===== config.mk =====
export PLATFORM = sky130hd
export DESIGN_NAME = rssh_emit_flat
export DESIGN_NICKNAME = d
export VERILOG_FILES = /design/src/sv/rssh_pkg.sv /design/src/sv/rssh_if.sv /design/src/sv/rssh_emit.sv /design/src/flat_wrapper.sv
export SDC_FILE = /design/constraint.sdc
export NUM_CORES = 1
export LEC_CHECK = 0
export BUFFER_PORTS_ARGS = -buffer_cell sky130_fd_sc_hd__buf_4
export CELL_PAD_IN_SITES_DETAIL_PLACEMENT = 1
export CELL_PAD_IN_SITES_GLOBAL_PLACEMENT = 1
export CORE_UTILIZATION = 29
export CTS_BUF_LIST = sky130_fd_sc_hd__clkbuf_2 sky130_fd_sc_hd__clkbuf_4 sky130_fd_sc_hd__clkbuf_8
export DETAILED_ROUTE_END_ITERATION = 7
export PLACE_DENSITY_LB_ADDON = 0.1
export SYNTH_ARGS = -nofsm -noshare
export SYNTH_HDL_FRONTEND = slang
export SYNTH_SLANG_ARGS = --single-unit

===== constraint.sdc =====
create_clock -name i_clk -period 6.9 [get_ports i_clk]
set_clock_uncertainty 0.05 [all_clocks]
set_input_delay 0.345 -clock i_clk [delete_from_list [all_inputs] [get_ports i_clk]]
set_output_delay 0.345 -clock i_clk [all_outputs]
set_load 0.005 [all_outputs]

===== src/sv/rssh_pkg.sv =====
package rssh_pkg;

    localparam int NUM_COLUMNS        = 4;
    localparam int NUM_ROWS           = 4;
    localparam int SAMPLE_BITS        = 16;
    localparam int SLEW_STEPS_DEFAULT = 100;
    localparam int LEVEL_BITS         = 7;
    localparam int ROW_BITS           = $clog2(NUM_ROWS);
    localparam int ROWS_CFG_BITS      = 3;
    localparam int CFG_IDX_BITS       = 2;
    localparam int CFG_DATA_BITS      = 16;
    localparam int PIPE_STAGES        = 4;
    localparam int MOD_STEPS          = (NUM_ROWS + 1) / 2;

    typedef logic signed [SAMPLE_BITS-1:0] t_sample;
    typedef logic [NUM_ROWS-1:0][LEVEL_BITS-1:0] t_level_vec;

    localparam t_sample PREV_RESET       = -16'sd2048;
    localparam t_sample CLOCK_HIGH_RESET = 16'sd4096;
    localparam t_sample CLOCK_LOW_RESET  = 16'sd0;

    typedef enum logic [CFG_IDX_BITS-1:0] {
        CFG_ROWS_IN_USE,
        CFG_CLOCK_HIGH,
        CFG_CLOCK_LOW
    } t_cfg_reg;

    typedef struct packed {
        logic                  fire;
        logic                  adv;
        logic [LEVEL_BITS-1:0] level;
    } t_lane_ctl;

    typedef struct packed {
        logic                valid;
        logic [ROW_BITS-1:0] row;
        t_level_vec          levels;
    } t_tick;

endpackage


===== src/sv/rssh_if.sv =====


interface rssh_out_if import rssh_pkg::*; ();
    logic                  valid;
    logic                  ready;
    logic [ROW_BITS-1:0]   row_index;
    t_sample               held_0;
    t_sample               held_1;
    t_sample               held_2;
    t_sample               held_3;
    logic [LEVEL_BITS-1:0] row_level;
    logic                  row_active;
    logic                  last_of_tick;

    modport source (
        output valid, row_index, held_0, held_1, held_2, held_3, row_level, row_active,
               last_of_tick,
        input  ready
    );
    modport sink (
        input  valid, row_index, held_0, held_1, held_2, held_3, row_level, row_active,
               last_of_tick,
        output ready
    );
endinterface



===== src/sv/rssh_emit.sv =====
module rssh_emit import rssh_pkg::*; (
    input  logic                   i_clk,
    input  logic                   i_rst_n,
    input  t_tick                  i_tick,
    input  t_sample                i_held [NUM_COLUMNS],
    input  logic [NUM_COLUMNS-1:0] i_chg,
    output logic                   o_ready,
    rssh_out_if.source             o_out
);

    t_sample             r_bank [NUM_ROWS][NUM_COLUMNS];
    logic                r_busy;
    logic [ROW_BITS-1:0] r_cnt;
    logic [ROW_BITS-1:0] r_act;
    t_level_vec          r_lvls;
    logic                w_last;
    logic                w_out_fire;
    logic                w_load;

    assign w_last     = r_cnt == ROW_BITS'(NUM_ROWS - 1);
    assign w_out_fire = r_busy && o_out.ready;
    assign o_ready    = !r_busy || (w_out_fire && w_last);
    assign w_load     = i_tick.valid && o_ready;

    assign o_out.valid        = r_busy;
    assign o_out.row_index    = r_cnt;
    assign o_out.held_0       = r_bank[r_cnt][0];
    assign o_out.held_1       = r_bank[r_cnt][1];
    assign o_out.held_2       = r_bank[r_cnt][2];
    assign o_out.held_3       = r_bank[r_cnt][3];
    assign o_out.row_level    = r_lvls[r_cnt];
    assign o_out.row_active   = r_cnt == r_act;
    assign o_out.last_of_tick = w_last;

    // The held store changes only when a new tick is loaded, after the last row has left.
    always_ff @(posedge i_clk) begin
        if (!i_rst_n) begin
            r_busy <= 1'b0;
            r_cnt  <= '0;
            for (int r = 0; r < NUM_ROWS; r++) begin
                for (int c = 0; c < NUM_COLUMNS; c++) begin
                    r_bank[r][c] <= '0;
                end
            end
        end else if (w_load) begin
            r_busy <= 1'b1;
            r_cnt  <= '0;
            for (int c = 0; c < NUM_COLUMNS; c++) begin
                if (i_chg[c]) begin
                    r_bank[i_tick.row][c] <= i_held[c];
                end
            end
        end else if (w_out_fire) begin
            if (w_last) begin
                r_busy <= 1'b0;
            end else begin
                r_cnt <= r_cnt + 1'b1;
            end
        end
    end

    always_ff @(posedge i_clk) begin
        if (w_load) begin
            r_act  <= i_tick.row;
            r_lvls <= i_tick.levels;
        end
    end

    a_load_start: assert property (@(posedge i_clk) disable iff (!i_rst_n)
        w_load |=> r_busy && (r_cnt == '0))
        else $error("loaded tick does not start at the first row");

    a_row_step: assert property (@(posedge i_clk) disable iff (!i_rst_n)
        w_out_fire && !w_last |=> r_busy && (r_cnt == $past(r_cnt) + 1'b1))
        else $error("row sequence skipped or repeated a row");

endmodule


===== src/flat_wrapper.sv =====
// flat-port wrapper written by rule: the top's interface ports become plain ports
module rssh_emit_flat import rssh_pkg::*;
  (i_clk, i_rst_n, i_tick, i_held, i_chg, o_ready, o_out_valid, o_out_row_index, o_out_held_0, o_out_held_1, o_out_held_2, o_out_held_3, o_out_row_level, o_out_row_active, o_out_last_of_tick, o_out_ready);
  rssh_out_if o_out_i ();
  input  logic i_clk;
  input  logic i_rst_n;
  input  t_tick i_tick;
  input  t_sample i_held[NUM_COLUMNS];
  input  logic [NUM_COLUMNS-1:0] i_chg;
  output logic o_ready;
  output wire logic [$bits(o_out_i.valid)-1:0] o_out_valid;
  output wire logic [$bits(o_out_i.row_index)-1:0] o_out_row_index;
  output wire logic [$bits(o_out_i.held_0)-1:0] o_out_held_0;
  output wire logic [$bits(o_out_i.held_1)-1:0] o_out_held_1;
  output wire logic [$bits(o_out_i.held_2)-1:0] o_out_held_2;
  output wire logic [$bits(o_out_i.held_3)-1:0] o_out_held_3;
  output wire logic [$bits(o_out_i.row_level)-1:0] o_out_row_level;
  output wire logic [$bits(o_out_i.row_active)-1:0] o_out_row_active;
  output wire logic [$bits(o_out_i.last_of_tick)-1:0] o_out_last_of_tick;
  input wire logic [$bits(o_out_i.ready)-1:0] o_out_ready;
  assign o_out_valid = o_out_i.valid;
  assign o_out_row_index = o_out_i.row_index;
  assign o_out_held_0 = o_out_i.held_0;
  assign o_out_held_1 = o_out_i.held_1;
  assign o_out_held_2 = o_out_i.held_2;
  assign o_out_held_3 = o_out_i.held_3;
  assign o_out_row_level = o_out_i.row_level;
  assign o_out_row_active = o_out_i.row_active;
  assign o_out_last_of_tick = o_out_i.last_of_tick;
  assign o_out_i.ready = o_out_ready;
  rssh_emit u_core (.i_clk(i_clk), .i_rst_n(i_rst_n), .i_tick(i_tick), .i_held(i_held), .i_chg(i_chg), .o_ready(o_ready), .o_out(o_out_i));
endmodule

# Word level (Yosys, flattened, before mapping)
# Memory sizes are Yosys's and may differ from the RTL's. A register that Yosys moved wholly into a read port is not among the register bits.
# Index checks and enable logic that the tools add are counted.
word_totals:
  out_inout_bits: 77
  word_cells: 52
  n_memories: 1
  inputBits: 102
  ram_bits: 256
  ff_bits: 33
classes:
  n_addsub: 1
  n_bitwise: 2
  order_cmp: 1
  n_reduce_logical: 11
  eq_ne: 2
  n_mux: 27
mem_list:
  columns: ["name", "words", "width", "read_ports", "rd_clocked_by_memory_dff", "write_ports", "line", "rtl"]
  rows:
  - ["u_core.r_bank", 4, 64, 1, 1, 4, "rssh_emit.sv:11", "t_sample r_bank [NUM_ROWS][NUM_COLUMNS];"]
ops:
  columns: ["op", "n"]
  rows:
  - ["$mux 64", 1]
  - ["$reduce_or 64->1", 1]
  - ["$mux 1", 20]
  - ["$bmux 7 s2", 1]
  - ["$mux 7", 1]
  - ["$mux 2", 3]
  - ["$mux 4", 1]
  - ["$reduce_and 2->1", 2]
  - ["$reduce_bool 2->1", 2]
  - ["$logic_and 1x1->1", 3]
  - ["$lt 2x3->1 const B", 1]
  - ["$add 2x1->2 const B", 1]
  - ["$eq 2x2->1", 1]
  - ["$eq 2x2->1 const B", 1]
  - ["$not 1->1", 2]
  - ["$reduce_or 2->1", 1]
  - ["$logic_not 1->1", 1]
  - ["$logic_or 1x1->1", 1]

# Depth between registers and ports, before layout
depth:
  ltp_word: 9
  mapped_depth: 8
  mapped_depth_nobuf: 5

# Worst setup path after synthesis
# No wires, ideal clock.
synth_path:
  path_type: "register to register"
  startpoint: "register u_core.r_cnt[0] (netlist: u_core.o_out.row_index[0])"
  endpoint: "memory u_core.r_bank[0][16] (netlist name) (enable)"
  stages_incl_launch_ff: 7
  setup_time_ns: 0.414
  n_path_buf: 1
  required_ns: 6.436
  path_slack_ns: 4.189
  t_arrival_ns: 2.247
  synth_period_minus_slack_ns: 2.711
  cell_sequence: "dfxtp_1 ha_1 a21boi_4 inv_2 buf_6 nand3_1 o31ai_1"
synth_rtl:
  columns: ["item", "line", "rtl"]
  rows:
  - ["from (decl)", "rssh_emit.sv:13", "logic [ROW_BITS-1:0] r_cnt;"]
  - ["from (signal assigned)", "rssh_emit.sv:57", "r_cnt <= r_cnt + 1'b1;"]
  - ["to (decl)", "rssh_emit.sv:11", null]

==> results.py <==
metrics = {
    "detailed_routing": {
        "drt-total-wl_um": 33600,
        "drt_iter0_drc": 369,
        "wl_per_cell_um": 20.7,
        "via_count": 7440,
        "drcViolationCount": 0,
        "vias_per_cell": 4.58,
        "dr.pass1.iters": 4,
        "ant_nets": 0,
    },
    "synth": {
        "synth_area_um2": 12700,
        "yosys.area.top_type": "edfxtp_1",
        "post-synth-top-count-cell": "edfxtp_1",
        "synth_top_area_share_pct": 67.6,
        "dominantRegCellSynth": "edfxtp_1",
        "syn_avg_cell_area_um2": 17.1,
        "ys.warnings.count": 0,
        "synth_cell_types": 29,
        "ys_async_sr_fraction_pct": 0,
        "synthCells": 742,
        "ys_seq_area_share_pct": 68.3,
        "synthTopCellsByArea": "edfxtp_1, mux4_2, and3_1",
        "synth-edff-count": 286,
        "syn-num-nets": 845,
        "synth_common_cells": "edfxtp_1, and3_1, mux4_2, and2_1, buf_6",
        "synth_seq_cells": 291,
    },
    "critical_path": {
        "critPathRequiredTime_ps": 6500,
        "crit_end": "o_out_held_2[11]",
        "cpPeakStageDelay_ps": 800,
        "slowest_stage": "dfxtp_4",
        "cp_data_arrival_time_ps": 2970,
        "r2r-start": "u_core.o_out.row_index[0]$_SDFFE_PP0P_",
        "setup.worst_path.end_class": "primary output",
        "crit_fanout": 34,
        "path_class": "reg2out",
        "cp_common_cell": "buf_4",
        "rr_endpoint": "u_core.r_bank[0][1]$_SDFFCE_PN0P_",
        "path_cells": "buf_4 > mux4_2 > buf_4",
        "r2r_slack_ps": 3790,
        "cp-start-kind": "flop",
        "reg2reg_depth": 5,
    },
    "finish": {
        "drive_gt1_share_pct": 34.4,
        "nets": 1108,
        "fin_util_pct": 37.9,
        "syn_to_final_growth_pct": 28.6,
    },
    "die": {
        "die-area_um2": 44700,
        "placeableCoreArea_um2": 43200,
        "io_pins": 179,
        "start_util_pct": 29.4,
        "die_w_um": 211,
        "die_y_um": 211,
        "rows": 76,
    },
    "cts": {
        "root_buffer": "clkbuf_8",
        "post-cts-setup-buffers": 0,
        "clkTransAtPathRegs_ps": 60,
        "clk_latency_ps": 620,
        "cts.sinks": 291,
        "cts_buffer_depth": 3,
        "htreeDepth": 2,
        "cts_inserted_buffers": 53,
        "cts_resized": 0,
        "cts_tree": "built",
    },
    "grt": {
        "grt_max_degree": 65,
        "grt_pass1_vias": 8222,
        "grt_pass1_wl_um": 50600,
        "grtUsageTotal_pct": 15.3,
        "grt_overflow": 0,
        "antenna_found_initial": 2,
    },
    "pwr": {
        "peakVddDrop_v": 0.000135,
        "internal-power_mw": 3.01,
        "p_leak_nw": 6.72,
        "p_sw_mw": 0.899,
        "clkPwrFrac_pct": 39.3,
        "pwr-share-comb_pct": 8.4,
        "p_seq_share_pct": 52.4,
        "power_switching_share_pct": 23.0,
        "p_per_area_nw_per_um2": 239,
    },
    "sta": {
        "report.final.hold_viol_count": 0,
        "grt_setup_unrepaired": "no",
        "worst_slew_pin_slew_ps": 1080,
        "relSlewSlack_pct": 27.8,
        "timing.hold.ws_ps": 53.1,
        "maxSlewViolCount": 0,
        "fmax_mhz": 297,
        "tns_ps": 0,
        "post-route-min-period_ps": 3370,
        "period_share_pct": 48.8,
        "setup_viol": 0,
    },
    "worst_hold_path": {
        "hp-class": "in2reg",
    },
    "status": {
        "status": "complete, no violations",
    },
    "placed_design": {
        "place_hpwl_um": 20600,
        "place_congestion": 0.676,
        "io_buffers": 178,
    },
    "run": {
        "maxCapViolCount": 0,
    },
}
## critical path, delay by kind of cell, from the launching register on
family,cells,cell delay [ps]
flip-flops,1,800
buffers and inverters,2,870
multiplexers,1,640
## state kept, by name, indices dropped and copies added, names as in the netlist, named ones only
register	count
u_core.o_out.row_index	2
u_core.o_out.valid	1
u_core.r_act	2
u_core.r_bank	256
u_core.r_lvls	28
## layer usage
metal | part of all wire, % | vias to the layer above | global-route usage [%]
met5 | 0.051 | - | 0
met4 | 1.8 | 2 | 4.30
met3 | 5.1 | 47 | 4.20
met2 | 49 | 169 | 25.5
met1 | 44 | 3768 | 19.4
li1 | - | 3454 | -
## cell usage in the layout (no fill, tap or decap), types with 2 or more instances in the layout
| master | synthesis | layout |
|---|---|---|
| dfxtp_1 | 5 | 3 |
| mux4_2 | 71 | 71 |
| o31ai_4 | 0 | 3 |
| dlygate4sd3_1 | 0 | 94 |
| and2_1 | 65 | 64 |
| xor2_1 | 3 | 3 |
| nand2b_1 | 5 | 5 |
| clkinv_1 | 0 | 10 |
| nand4_1 | 3 | 3 |
| and3_4 | 3 | 3 |
| nor2_1 | 6 | 4 |
| nor2b_4 | 0 | 2 |
| nand3_1 | 3 | 3 |
| inv_6 | 0 | 2 |
| dfxtp_4 | 0 | 2 |
| clkbuf_8 | 0 | 53 |
| buf_4 | 2 | 185 |
| edfxtp_1 | 286 | 286 |
| and3_1 | 197 | 197 |
| nand2_1 | 4 | 4 |
| o21ai_2 | 0 | 6 |
| clkbuf_4 | 0 | 22 |
## layout make-up
type / instances / area (um^2)
inverter: 2 / 7.51
clock buffer: 75 / 895
fill: 4444 / 26800
tap: 585 / 732
antenna: 1 / 2.50
multi-input combinational: 378 / 3630
clock inverter: 14 / 67.6
timing repair buffer: 279 / 2330
sequential: 291 / 8700
## power groups by stage
| stage | combinational [mW] | clock [mW] | sequential, mW |
|---|---|---|---|
| after CTS | 0.338 | 1.60 | 2.05 |
| final | 0.328 | 1.53 | 2.04 |
| after global routing | 0.356 | 1.66 | 2.05 |
| after detailed placement | 0.294 | 0 | 2.08 |
| after global placement | 0.293 | 0 | 2.08 |
| after floorplan | 0.140 | 0 | 2.06 |
## cells by family after synthesis
logic type / share of synthesized area (%)
flip-flops: 68.3
AO/OA/AOI/OAI: 0.659
buffers and inverters: 3.81
adder cells (fa/ha/maj): 0.0984
AND/OR/NAND/NOR: 14.2
XOR/XNOR: 0.207
multiplexers: 12.7
## worst min path at each step
stage	cells past startpoint	end	startpoint	slack [ps]
3_3_place_gp	1	u_core.r_lvls[18]$_DFFE_PP_	i_tick[18]	470
2_1_floorplan	0	u_core.r_act[0]$_DFFE_PP_	i_tick[28]	390
4_1_cts	3	u_core.o_out.valid$_SDFFE_PN0P_	i_tick[30]	1
3_5_place_dp	1	u_core.r_lvls[16]$_DFFE_PP_	i_tick[16]	470
6_report	3	u_core.o_out.valid$_SDFFE_PN0P_	i_tick[30]	50
5_1_grt	3	u_core.o_out.valid$_SDFFE_PN0P_	i_tick[30]	30
## metrics by stage
step	instances	setup slack, ps	instance area, um^2	total power [mW]
floorplan	742	4190	12700	2.20
global placement	1441	3480	14500	2.37
detailed placement	1441	3420	14500	2.38
CTS	1624	3360	16400	3.98
global route	1624	3280	16400	4.07
finish	1625	3530	16400	3.91
## timing repair
| action | CTS | global route |
|---|---|---|
| hold buffers | 94 | 0 |
| setup endpoints to repair | 0 | 0 |
| endpoints found under the hold margin | 285 | 0 |
Note: power is estimated with default switching activity, not from simulation.
