[src/sv/rssh_pkg.sv]
package rssh_pkg;

    localparam int NUM_COLUMNS        = 4;
    localparam int NUM_ROWS           = 4;
    localparam int SAMPLE_BITS        = 16;
    localparam int SLEW_STEPS_DEFAULT = 100;
    localparam int LEVEL_BITS         = 7;
    localparam int ROW_BITS           = $clog2(NUM_ROWS);
    localparam int ROWS_CFG_BITS      = 3;
    localparam int CFG_IDX_BITS       = 2;
    localparam int CFG_DATA_BITS      = 16;
    localparam int PIPE_STAGES        = 4;
    localparam int MOD_STEPS          = (NUM_ROWS + 1) / 2;

    typedef logic signed [SAMPLE_BITS-1:0] t_sample;
    typedef logic [NUM_ROWS-1:0][LEVEL_BITS-1:0] t_level_vec;

    localparam t_sample PREV_RESET       = -16'sd2048;
    localparam t_sample CLOCK_HIGH_RESET = 16'sd4096;
    localparam t_sample CLOCK_LOW_RESET  = 16'sd0;

    typedef enum logic [CFG_IDX_BITS-1:0] {
        CFG_ROWS_IN_USE,
        CFG_CLOCK_HIGH,
        CFG_CLOCK_LOW
    } t_cfg_reg;

    typedef struct packed {
        logic                  fire;
        logic                  adv;
        logic [LEVEL_BITS-1:0] level;
    } t_lane_ctl;

    typedef struct packed {
        logic                valid;
        logic [ROW_BITS-1:0] row;
        t_level_vec          levels;
    } t_tick;

endpackage

[src/sv/rssh_lane.sv]
module rssh_lane import rssh_pkg::*; #(
    parameter int SLEW_STEPS = SLEW_STEPS_DEFAULT
) (
    input  logic      i_clk,
    input  logic      i_rst_n,
    input  t_lane_ctl i_ctl,
    input  t_sample   i_cv,
    output t_sample   o_held,
    output logic      o_chg
);

    localparam int PW = SAMPLE_BITS + LEVEL_BITS + 1;
    localparam int AW = SAMPLE_BITS + LEVEL_BITS;
    localparam int MW = 2 * AW + 1;
    localparam logic [AW:0]   RECIP   = (AW + 1)'((2 ** AW) / SLEW_STEPS);
    localparam logic [AW-1:0] STEPS_V = AW'(SLEW_STEPS);

    t_sample              r_prev;
    t_sample              r_x;
    logic                 r_chg0;
    logic                 r_chg1;
    logic                 r_chg2;
    logic                 r_chg3;
    logic signed [PW-1:0] r_p;
    logic [AW-1:0]        r_abs2;
    logic [AW-1:0]        r_abs3;
    logic [AW-1:0]        r_q3;
    logic                 r_neg2;
    logic                 r_neg3;
    logic signed [PW-1:0] w_prod;
    logic [MW-1:0]        w_mul;
    logic [AW-1:0]        w_rem;
    logic [AW-1:0]        w_q;
    logic [AW-1:0]        w_signed_q;

    assign w_prod = PW'(r_x) * PW'($signed({1'b0, i_ctl.level}));
    assign w_mul  = MW'(r_abs2) * MW'(RECIP);

    // The reciprocal estimate is low by at most one, so one compare corrects it.
    assign w_rem      = r_abs3 - r_q3 * STEPS_V;
    assign w_q        = r_q3 + AW'(w_rem >= STEPS_V);
    assign w_signed_q = r_neg3 ? AW'(0) - w_q : w_q;
    assign o_held     = w_signed_q[SAMPLE_BITS-1:0];
    assign o_chg      = r_chg3;

    always_ff @(posedge i_clk) begin
        if (!i_rst_n) begin
            r_prev <= PREV_RESET;
            r_chg0 <= 1'b0;
            r_chg1 <= 1'b0;
            r_chg2 <= 1'b0;
            r_chg3 <= 1'b0;
        end else begin
            if (i_ctl.fire) begin
                r_prev <= i_cv;
            end
            if (i_ctl.adv) begin
                r_chg0 <= i_ctl.fire && (i_cv != r_prev);
                r_chg1 <= r_chg0;
                r_chg2 <= r_chg1;
                r_chg3 <= r_chg2;
            end
        end
    end

    always_ff @(posedge i_clk) begin
        if (i_ctl.adv) begin
            r_x    <= i_cv;
            r_p    <= w_prod;
            r_neg2 <= r_p[PW-1];
            r_abs2 <= AW'(r_p[PW-1] ? -r_p : r_p);
            r_neg3 <= r_neg2;
            r_abs3 <= r_abs2;
            r_q3   <= w_mul[AW +: AW];
        end
    end

endmodule

[config.mk]
export PLATFORM = sky130hd
export DESIGN_NAME = rssh_lane
export DESIGN_NICKNAME = d
export VERILOG_FILES = /design/src/sv/rssh_pkg.sv /design/src/sv/rssh_lane.sv
export SDC_FILE = /design/constraint.sdc
export NUM_CORES = 1
export LEC_CHECK = 0
export ABC_AREA = 1
export BUFFER_PORTS_ARGS = -buffer_cell sky130_fd_sc_hd__buf_2
export CAP_MARGIN = 5
export CORE_MARGIN = 2
export CORE_UTILIZATION = 50
export CTS_CLUSTER_SIZE = 10
export DETAILED_ROUTE_END_ITERATION = 8
export PLACE_DENSITY = 0.66
export SYNTH_ARGS = -nofsm -noshare
export SYNTH_HDL_FRONTEND = slang
export SYNTH_SLANG_ARGS = --single-unit
export TNS_END_PERCENT = 10
[constraint.sdc]
create_clock -name i_clk -period 8.25 [get_ports i_clk]
set_input_delay 0.825 -clock i_clk [delete_from_list [all_inputs] [get_ports i_clk]]
set_output_delay 0.825 -clock i_clk [all_outputs]
set_load 0.005 [all_outputs]
After elaboration in Yosys (flattened, before gate mapping)
Cells that the tools add are included.
{ "word_totals": {"regBits": 125, "input_bits": 27, "out_inout_bits": 17, "word_cells": 24} }
{ "op_classes": {"addsub": 4, "mul": 3, "magnitude_cmp": 1, "eq_ne": 1, "mux": 2, "reduce_logical": 1} }
{ "op_table": {"columns": ["cell", "count"], "rows": [
  ["23-bit by 16-bit multiplier with 39-bit output (second input constant)", 1],
  ["16-bit by 8-bit multiplier with 24-bit output", 1],
  ["23-bit by 7-bit >= comparator with 1-bit output (second input constant)", 1],
  ["23-bit two-way mux", 1],
  ["23-bit negation", 1],
  ["23-bit subtractor", 1],
  ["17-bit by 5-bit multiplier with 21-bit output (second input constant)", 1],
  ["16-bit by 1-bit adder with 16-bit output", 1],
  ["16-bit two-way mux", 1],
  ["16-bit inequality test", 1],
  ["1-bit by 16-bit subtractor with 16-bit output (first input constant)", 1],
  ["1-bit logical AND", 1]
]} }

Longest topological paths before layout
Gate-level depths: netlist of run 1.
{ "depth": {"word_depth": 6, "mapped_depth": 37, "depth_no_buf": 37} }

Worst setup path before layout of run 1
No wires, ideal clock.
{ "synth_timing": {"path_type": "register to output", "from": "reg r_q3[3]", "to": "out o_held[13]", "arrival_ns": 5.518, "required_time_ns": 7.425, "slack_ns": 1.907, "stages_incl_launch_ff": 32, "n_path_buf": 0, "path_cell_list": "edfxtp_1 ha_1 ha_1 inv_1 fa_1 inv_1 ha_1 a21oi_1 o21ai_1 a21oi_1 o21ai_2 a21oi_1 o21bai_1 xor2_1 ha_1 inv_1 nor3_1 nand2_1 o21ai_0 xor2_1 nor2_1 nand3_1 ha_1 ha_1 xnor2_1 nand3_1 nor3b_2 nand3_2 nand2_2 o21ai_1 xor2_1 inv_1"} }
{ "synth_between": {"elab_chain_len": 6} }
{ "synth_lines": {"columns": ["element", "line_no", "source"], "rows": [
  ["from (decl)", "rssh_lane.sv:27", "logic [AW-1:0] r_q3;"],
  ["from (signal assigned)", "rssh_lane.sv:74", "r_q3 <= w_mul[AW +: AW];"],
  ["17-bit by 5-bit multiplier with 21-bit output", "rssh_lane.sv:40", "assign w_rem = r_abs3 - r_q3 * STEPS_V;"],
  ["23-bit subtractor", "rssh_lane.sv:40", null],
  ["23-bit by 7-bit >= comparator with 1-bit output", "rssh_lane.sv:41", "assign w_q = r_q3 + AW'(w_rem >= STEPS_V);"],
  ["16-bit by 1-bit adder with 16-bit output (*)", "rssh_lane.sv:41", null],
  ["1-bit by 16-bit subtractor with 16-bit output", "rssh_lane.sv:42", "assign w_signed_q = r_neg3 ? AW'(0) - w_q : w_q;"],
  ["16-bit two-way mux (*)", "rssh_lane.sv:42", null],
  ["to (decl)", "rssh_lane.sv:8", "output t_sample o_held,"]
]} }
Mark *: on every way between the ends. The rest lies on a longest branch, timed or not.

Worst setup path in the final report of run 1
{ "layout_timing": {"from": "reg r_q3[3]", "to": "out o_held[15]"} }
The elaborated chain is that of the path after synthesis.

==> results of run 1 <==
worst max-delay path, delay by kind of cell, from the launching register on:
kind	cells	cell delay [ns]
AND/OR/NAND/NOR	13	1.79
AO/OA/AOI/OAI	7	1.07
buffers and inverters	4	0.27
flip-flops	1	0.47
XOR/XNOR	3	0.52
adder cells (fa/ha/maj)	7	2.31
flip-flops by register name (all words and copies together), names as in the netlist:
name    cells
r_prev     16
r_chg2      1
r_abs2     23
r_q3       17
r_chg0      1
r_p        24
r_x        16
r_neg2      1
r_chg1      1
o_chg       1
r_abs3     23
r_neg3      1
how the worst max path moves through the flow:
stage | depth (start not counted) | endpoint | start | slack (ns)
2_1_floorplan | 31 | o_held[13] | r_q3[3] | 1.91
5_1_grt | 34 | o_held[15] | r_q3[8] | 0.01
3_3_place_gp | 35 | o_held[15] | r_q3[4] | 1.08
3_5_place_dp | 34 | o_held[15] | r_q3[3] | 1.04
6_report | 34 | o_held[15] | r_q3[3] | 0.56
4_1_cts | 34 | o_held[15] | r_q3[3] | 0.52
kinds of logic after synthesis:
group / Yosys count / synth area share (%)
AOI/OAI and AO/OA: 250 / 7.06
adders and majority gates: 562 / 45.5
DFF: 125 / 18.1
xor gates and xnor gates: 121 / 5.53
and+or+nand+nor: 641 / 13.7
buffers and inverters: 529 / 10.1
routing by layer:
| layer | up-vias | wire length, µm |
|---|---|---|
| met5 | - | 0 |
| met1 | 7221 | 19700 |
| met2 | 287 | 23000 |
| met3 | 70 | 1680 |
| met4 | 0 | 1350 |
| li1 | 7147 | - |
stage by stage:
stage	hold WS, ns	setup WS, ns	utilization [%]
final	0.426	0.558	54.4
after global routing	0.452	0.0104	54.4
after CTS	0.425	0.519	54.4
after detailed placement	0.414	1.04	52.8
after global placement	0.407	1.08	52.8
after floorplan	0.400	1.91	-
layout make-up:
cell class | count | area (µm²) | share of cell area [%]
Inverter | 509 | 1910 | 9.07
Multi-Input combinational cell | 1574 | 14100 | 67.0
Timing Repair Buffer | 44 | 225 | 1.07
Clock inverter | 13 | 143 | 0.677
Tap cell | 518 | 648 | 3.08
Clock buffer | 19 | 464 | 2.20
Sequential cell | 125 | 3550 | 16.9
synthesized netlist by cell type (all sizes together), types with 49 or more instances:
cell      n  area, µm²
edfxtp  105       3150
o21ai    79        403
fa      254       5080
nor2    144        572
nand2   361       1360
xor2     72        657
nand3    72        370
xnor2    49        429
a21oi   122        611
inv     508       1910
ha      308       3850
==> qor.log, run 1 <==
[clock_network] clock latency of the later-clocked register in the worst-skew pair 0.46 ns
[grt] number of global-route vias before repair 15700
[floorplan] die outline width 202 µm
[timing] post-layout min period 7.69 ns
[grt] global-route usage over all layers 23.8%
[timing] final number of hold-violating endpoints 0
[logic_synthesis] gate count after technology mapping 2228
[logic_synthesis] count of warnings emitted by yosys 0
[detailed_routing] number of vias per cell 5.26
[placed_design] Placer Congestion 0.894
[critical_path] slowest stage cell on the critical path fa_1
[floorplan] effective utilization at floorplan 50.7%
[grt] M3 GR Usage 2.87%
[detailed_routing] antenna-violating nets left 0
[worst_hold_path] Min-Delay Endpoint r_neg3
[clock_network] master cell of the clock root buffer clkbuf_16
[logic_synthesis] Post-Syn Nets 2817
[layout] diode count 0
[floorplan] die boundary height 202 µm
[timing] transition time at the pin with the least slew margin 0.989 ns
[critical_path] endpoint arrival time on the critical path 6.87 ns
[placed_design] HPWL Detailed 39.8 mm
[grt] largest net degree at the start of global routing 76
[floorplan] area of the core 38700 µm²
[logic_synthesis] mean cell area of the mapped netlist 8.82 µm²
[grt] GRT Max-Usage Layer met2
[detailed_routing] drt drc 0
[grt] routing usage on met2 42.5%
[logic_synthesis] distinct cell type count of the synthesized netlist 46
[clock_network] clock sink count 125
[run] number of violations of the max-capacitance limit 0
[timing] unrepaired setup endpoints after global routing no
[timing] highest clock rate 130 MHz
[logic_synthesis] Post-synth EDFFs 105
[clock_network] clock tree from TritonCTS done
[critical_path] Setup crit start kind register
[clock_network] post-cts hold buffer count 0
[clock_network] count of instances resized after the clock tree is built 0
[critical_path] slack of the worst reg-to-reg path 2.35 ns
[detailed_routing] iteration count of the initial detailed-routing pass 5
[detailed_routing] vias 14700
[timing] post-route clock period utilization 93.2%
[grt] routing usage on met1 29.6%
[timing] setup TNS 0 ns
[timing] Setup Skew 0.0108 ns
[logic_synthesis] most frequently used flop master after synthesis edfxtp_1
[detailed_routing] wirelength, routed 45.8 mm
[critical_path] endpoint of the worst register-to-register path r_q3[12]
[placed_design] total placed instance area 20400 µm²
[outcome] status complete, no violations
[layout] final design instance area without fill 21100 µm²
[placed_design] count of port buffers added during placement 43
[critical_path] cell depth of the worst flop-to-flop path 17
[layout] Final Instance Count excl. Fillers 2802
[critical_path] largest fanout of any net on the critical path 5
[layout] most used cells in the layout excluding fill and tap cells inv_1, nand2_1, ha_1
[timing] final setup vio count 0
[timing] Slew Viols, Final 0
[critical_path] startpoint of the most critical register-to-register path r_abs2[21]
[worst_hold_path] number of cells traversed by the worst hold path 0
[layout] share of final-layout standard cells stronger than drive strength 1 4.29%
[worst_hold_path] hold_sp r_neg2
[floorplan] cell row count 72
[floorplan] die area 40900 µm²
[placed_design] Placed Cells incl. Taps 2770
[detailed_routing] detailed-route wire length per cell 16.3 µm
[worst_hold_path] Hold Path Class register to register
[clock_network] # Post-CTS Setup Buffers 0
[clock_network] H-tree level count 4
[floorplan] number of placed I/O pins 44
[clock_network] buffers from clock root to sink, at most 2
[critical_path] crit path capture type output pin
[logic_synthesis] share of synthesized area occupied by flip-flops and latches 18.1%
[clock_network] CTS buffer count 17
[critical_path] required time of the worst setup path 7.42 ns
[layout] fillers 3585
[critical_path] Worst path most repeated cell ha_1
[layout] commonest non-fill, non-tap cell in the layout inv_1
[critical_path] Crit Path Category register to output pin
[logic_synthesis] async set or reset register ratio after synthesis 0%
[critical_path] delay contributed by the slowest stage of the critical path 0.51 ns
[layout] area overhead of the layout relative to synthesis 7.15%
[timing] Max-slew headroom 34.1%
[logic_synthesis] total of flip-flops plus latches after synthesis 125
[detailed_routing] iteration-0 DRC count of the detailed router 717
[grt] residual overflow from global routing 0
[layout] final net count 2860
[grt] first-pass GRT wire length 77.0 mm
[clock_network] clock edge transition at the registers on the reported setup and hold paths 0.06 ns
[grt] antenna violations before repair 1
[logic_synthesis] cell area after synthesis 19700 µm²
Power of run 1 is left out: the tool's default activity adds up to more than one toggle a clock period on the data nets, which glitch-free logic cannot reach.
==> run 2: changes to the inputs <==
Settings changed: ABC_AREA 1 to default.
==> run 2 against run 1 <==
- core utilization rose by 1.2 points
- setup slack worse by 0.35 ns
- synthesized area fell by 6.7%
- non-clock buffer count grew 38
- register-to-register slack worse by 0.42 ns
- count of clock-buffer cells in the layout up 1
- critical path depth is 5 lower
- wire length is 18% lower
- final cell count down 18%
- worst hold slack better by 0.0013 ns
- flip-flop and latch count down 2
==> qor.log, run 2 <==
[outcome] status complete, no violations
[logic_synthesis] share of synthesized area occupied by flip-flops and latches 19.1%
[clock_network] clock latency of the later-clocked register in the worst-skew pair 0.44 ns
[clock_network] CTS buffer count 17
[timing] Max-slew headroom 34.3%
[detailed_routing] antenna-violating nets left 0
[layout] share of final-layout standard cells stronger than drive strength 1 9.11%
[logic_synthesis] Post-Syn Nets 2316
[critical_path] slack of the worst reg-to-reg path 1.93 ns
[critical_path] crit path capture type output pin
[logic_synthesis] leading cell type by number of instances after synthesis inv_1
[placed_design] Placer Congestion 0.917
[critical_path] required time of the worst setup path 7.42 ns
[critical_path] endpoint of the worst register-to-register path r_q3[2]
[logic_synthesis] biggest area consumer among synthesized cells fa_1
[floorplan] die outline width 195 µm
[timing] highest clock rate 124 MHz
[floorplan] number of placed I/O pins 44
[critical_path] Crit Path Category register to output pin
[detailed_routing] detailed-route wire length per cell 16.4 µm
[timing] Slew Viols, Final 0
[logic_synthesis] share of Yosys cell area claimed by the top area cell type 27.8%
[timing] setup TNS 0 ns
[critical_path] largest fanout of any net on the critical path 8
[detailed_routing] drt drc 0
[grt] residual overflow from global routing 0
[logic_synthesis] cell types occupying the most area after synthesis fa_1, ha_1, edfxtp_1
[layout] most used cells in the layout excluding fill and tap cells inv_1, ha_1, fa_1
[critical_path] delay contributed by the slowest stage of the critical path 0.47 ns
[layout] max reg flops 24
[grt] M3 GR Usage 2.68%
[grt] number of global-route vias before repair 13300
[logic_synthesis] mean cell area of the mapped netlist 10.6 µm²
[timing] post-route clock period utilization 97.4%
[layout] area overhead of the layout relative to synthesis 10.2%
[timing] transition time at the pin with the least slew margin 0.985 ns
[placed_design] HPWL Detailed 31.1 mm
[timing] final number of hold-violating endpoints 0
[detailed_routing] vias 12300
[detailed_routing] iteration count of the initial detailed-routing pass 5
[logic_synthesis] most frequently used flop master after synthesis edfxtp_1
[grt] antenna violations before repair 0
[layout] final net count 2399
[grt] GRT Max-Usage Layer met2
[floorplan] die boundary height 195 µm
[layout] fillers 3072
[floorplan] effective utilization at floorplan 50.4%
[grt] routing usage on met1 24.5%
[layout] biggest registers after layout r_p: 24 flops, r_abs2: 23 flops, r_abs3: 21 flops
[logic_synthesis] gate count after technology mapping 1727
[critical_path] Worst path most repeated cell nand4_1
[layout] diode count 0
[critical_path] startpoint of the most critical register-to-register path r_abs2[6]
[detailed_routing] wirelength, routed 37.6 mm
[floorplan] die area 38200 µm²
[run] number of violations of the max-capacitance limit 0
[clock_network] clock sink count 123
[floorplan] cell row count 70
[clock_network] clock tree from TritonCTS done
[clock_network] clock edge transition at the registers on the reported setup and hold paths 0.06 ns
[logic_synthesis] count of warnings emitted by yosys 0
[detailed_routing] number of vias per cell 5.36
[critical_path] endpoint arrival time on the critical path 7.21 ns
[timing] worst hold slack across all endpoints 0.427 ns
[worst_hold_path] hold_sp r_neg2
[logic_synthesis] cell area after synthesis 18300 µm²
[clock_network] master cell of the clock root buffer clkbuf_16
[critical_path] start point of the critical path r_q3[5]
[critical_path] cell depth of the worst flop-to-flop path 17
[worst_hold_path] Hold Path Class register to register
[grt] global-route usage over all layers 20.9%
[floorplan] area of the core 36300 µm²
[critical_path] worst setup path end o_held[15]
[layout] Reg with most FFs r_p
[logic_synthesis] async set or reset register ratio after synthesis 0%
[placed_design] count of port buffers added during placement 43
[logic_synthesis] most used standard cells in the synthesized netlist inv_1, ha_1, fa_1
[clock_network] H-tree level count 4
[grt] routing usage on met2 38.3%
[timing] Setup Skew 0.00759 ns
[clock_network] buffers from clock root to sink, at most 2
[grt] first-pass GRT wire length 63.4 mm
[logic_synthesis] Post-synth EDFFs 103
[logic_synthesis] total of flip-flops plus latches after synthesis 123
[layout] commonest non-fill, non-tap cell in the layout inv_1
[logic_synthesis] distinct cell type count of the synthesized netlist 69
[detailed_routing] iteration-0 DRC count of the detailed router 391
[critical_path] slowest stage cell on the critical path fa_1
[timing] post-layout min period 8.04 ns
[grt] largest net degree at the start of global routing 75
[critical_path] Setup crit start kind register
[timing] final setup vio count 0
[run 2: cell count changes in the layout (fill, tap and decap cells not counted), sizes merged, moves of 17 or more]
cell / before / now
nand2: 361 / 82
inv: 517 / 320
nor2: 144 / 42
and2: 2 / 84
a21oi: 122 / 50
nand3: 72 / 24
buf: 44 / 82
o21ai: 79 / 45
xnor2: 49 / 82
nor2b: 0 / 27
xor2: 72 / 49
mux2i: 0 / 20
a21o: 10 / 27
[run 2: worst max-delay path: cells and delay by family (launching register included)]
kind | cells | cell delay, ns
AOI/OAI and AO/OA | 9 | 1.82
adders and majority gates | 7 | 2.15
xor gates and xnor gates | 4 | 0.77
DFF | 1 | 0.45
buffers and inverters | 3 | 0.39
and+or+nand+nor | 6 | 1.19
[run 2: layer usage]
metal  vias to the layer above  part of all wire, %
li1                       5939                    -
met2                       197                   52
met3                        81                  2.5
met4                         0                  3.3
met5                         -                    0
met1                      6071                   42
[run 2: final cells by class]
cell class / count / area (µm²) / share of cell area (%)
multi-input cells: 1270 / 13800 / 68.4
flip-flops and latches: 123 / 3490 / 17.3
inverters: 316 / 1190 / 5.88
well taps: 468 / 586 / 2.90
repair buffers: 82 / 523 / 2.59
clock buffers: 20 / 489 / 2.42
clock inverters: 12 / 108 / 0.533
[run 2: how the worst min path moves through the flow]
stage,cells past startpoint,to
floorplan,0,r_neg3
global placement,0,r_neg3
detailed placement,0,r_neg3
CTS,0,r_neg3
global route,0,r_neg3
finish,0,r_neg3
[run 2: cells by family after synthesis]
kind of cell	count (synthesis)	share of synthesized area, %
AOI/OAI and AO/OA	217	8.09
xor gates and xnor gates	131	6.26
adders and majority gates	562	48.8
buffers and inverters	334	6.84
DFF	123	19.1
muxes	22	1.22
and+or+nand+nor	338	9.74
[run 2: stage by stage]
step	utilization [%]	cell area (µm²)	std cells	setup slack (ns)
detailed placement	52.5	19100	2222	0.158
global placement	52.5	19100	2222	0.369
global route	55.5	20200	2291	-0.195
finish	55.5	20200	2291	0.212
CTS	54.4	19800	2263	0.0386
floorplan	-	18300	1727	1.00
[run 2: what timing repair did]
action,in CTS,in global routing
gates resized for setup,10,38
pin swaps,3,22
hold endpoints to repair,0,0
cloned,0,0
buffers inserted,9,28
endpoints found under the setup margin,8,11
hold buffers,0,0
Power of run 2 is left out for the same reason.
==> run 3: changes to the inputs <==
Settings changed: CELL_PAD_IN_SITES_DETAIL_PLACEMENT from default to 1, CELL_PAD_IN_SITES_GLOBAL_PLACEMENT from default to 1, PLACE_DENSITY 0.66 to default, PLACE_DENSITY_LB_ADDON from default to 0.1.
==> run 3 against run 2 <==
- register-to-register slack worse by 0.20 ns
- first-iteration DRC count is 15% higher
- final cell count stayed put
- maximum frequency is 0.55% lower
- core utilization is 0.15 points higher
- count of clock-buffer cells in the layout is 2 lower
- clock skew is 0.0043 ns higher
- non-clock buffer count stayed put
- highest routed layer unchanged
==> qor.log, run 3 (synthesized netlist as in run 2, its figures left out) <==
[outcome] status complete, no violations
[timing] Setup Skew 0.0119 ns
[timing] post-layout min period 8.08 ns
[detailed_routing] antenna-violating nets left 0
[clock_network] clock tree from TritonCTS done
[grt] antenna violations before repair 1
[grt] global-route usage over all layers 25.1%
[timing] highest clock rate 124 MHz
[critical_path] crit path capture type output pin
[detailed_routing] vias 12600
[layout] fillers 3950
[layout] area of combinational cells with multiple inputs 13900 µm²
[detailed_routing] wirelength, routed 45.4 mm
[critical_path] endpoint arrival time on the critical path 7.26 ns
[critical_path] dominant delay contributor by cell family on the critical path adder cells
[critical_path] required time of the worst setup path 7.42 ns
[layout] final design instance area without fill 20200 µm²
[critical_path] slowest stage cell on the critical path edfxtp_1
[timing] post-route clock period utilization 98.0%
[clock_network] clock latency of the later-clocked register in the worst-skew pair 0.45 ns
[layout] diode count 0
[placed_design] count of port buffers added during placement 43
[worst_hold_path] Hold Path Class register to register
[floorplan] cell row count 70
[layout] most used cells in the layout excluding fill and tap cells inv_1, ha_1, fa_1
[layout] sequential cell area 3490 µm²
[clock_network] clock sink count 123
[placed_design] total placed instance area 19100 µm²
[detailed_routing] detailed-route wire length per cell 19.8 µm
[critical_path] Worst path most repeated cell nand4_1
[layout] area overhead of the layout relative to synthesis 10.5%
[timing] final setup vio count 0
[layout] biggest registers after layout r_p: 24 flops, r_abs2: 23 flops, r_abs3: 21 flops
[floorplan] die area 38200 µm²
[floorplan] effective utilization at floorplan 50.4%
[placed_design] Post-Place Worst Slack 0.0584 ns
[floorplan] die outline width 195 µm
[floorplan] number of placed I/O pins 44
[grt] first-pass GRT wire length 74.6 mm
[grt] number of global-route vias before repair 14500
[timing] Slew Viols, Final 0
[critical_path] Crit Path Category register to output pin
[critical_path] delay contributed by the slowest stage of the critical path 0.47 ns
[clock_network] master cell of the clock root buffer clkbuf_16
[critical_path] Crit path buffers/inverters 2
[layout] Reg with most FFs r_p
[clock_network] H-tree level count 4
[timing] Max-slew headroom 28.0%
[placed_design] Placer Congestion 0.865
[critical_path] largest fanout of any net on the critical path 5
[layout] final net count 2399
[layout] max reg flops 24
[layout] Final Instance Count excl. Fillers 2291
[layout] share of final-layout standard cells stronger than drive strength 1 9.71%
[floorplan] die boundary height 195 µm
[grt] residual overflow from global routing 0
[clock_network] buffers from clock root to sink, at most 2
[clock_network] CTS buffer count 17
[layout] commonest non-fill, non-tap cell in the layout inv_1
[grt] largest net degree at the start of global routing 74
[timing] transition time at the pin with the least slew margin 1.07 ns
[placed_design] Placed Cells incl. Taps 2224
[detailed_routing] iteration count of the initial detailed-routing pass 4
[timing] post-route setup slack 0.168 ns
[run] number of violations of the max-capacitance limit 0
[floorplan] area of the core 36300 µm²
[timing] final number of hold-violating endpoints 0
[detailed_routing] iteration-0 DRC count of the detailed router 448
[detailed_routing] number of vias per cell 5.49
[placed_design] HPWL Detailed 37.0 mm
[critical_path] Setup crit start kind register
[detailed_routing] drt drc 0
[timing] setup TNS 0 ns
[clock_network] clock edge transition at the registers on the reported setup and hold paths 0.06 ns
## run 3: metal layers
metal | wire (µm) | track usage [%] | vias to the layer above | part of all wire, %
li1 | - | - | 5931 | -
met1 | 18600 | 29.3 | 6427 | 41
met2 | 24300 | 46.9 | 158 | 54
met3 | 1070 | 3.59 | 69 | 2.4
met4 | 1450 | 8.99 | 0 | 3.2
met5 | 0 | 0 | - | 0
## run 3: path summary, 6_finish.rpt
path / startpoint / endpoint / slack, ns / cells past startpoint
max: r_q3[5] / o_held[15] / 0.17 / 29
min: r_chg0 / r_chg0 / 0.48 / 2
max reg2reg: r_abs2[10] / r_q3[10] / 1.73 / 17
min reg2reg: r_chg0 / r_chg0 / 0.48 / 2
## run 3: worst register-to-register path, cell delays in order, from the launching register on
cell and delay (ns):
edfxtp_1 0.78, ha_1 0.44, fa_1 0.56, inv_1 0.05
fa_1 0.47, fa_1 0.49, inv_1 0.05, fa_1 0.50
fa_1 0.51, ha_1 0.35, a21o_1 0.20, a21o_1 0.18
a211oi_1 0.32, nand4b_1 0.40, o211ai_2 0.42, o21bai_1 0.15
a31oi_1 0.23, xnor2_1 0.14
## run 3: timing repair
action	4_1_cts	5_1_grt
hold buffers	0	0
cloned	0	0
gates resized for setup	11	53
endpoints found under the setup margin	11	12
setup buffers	13	22
pin swaps	5	38
## run 3: stage by stage
stage	utilization, %	hold slack, ns
5_1_grt	55.7	0.482
4_1_cts	54.5	0.486
2_1_floorplan	-	0.400
3_5_place_dp	52.5	0.475
3_3_place_gp	52.5	0.465
6_report	55.7	0.484
## run 3: final cells by class
class,instances,area share (%)
well taps,468,2.89
flip-flops and latches,123,17.3
multi-input cells,1270,68.6
clock inverters,14,0.711
clock buffers,18,2.12
repair buffers,82,2.58
inverters,316,5.86
Power of run 3 is left out for the same reason.
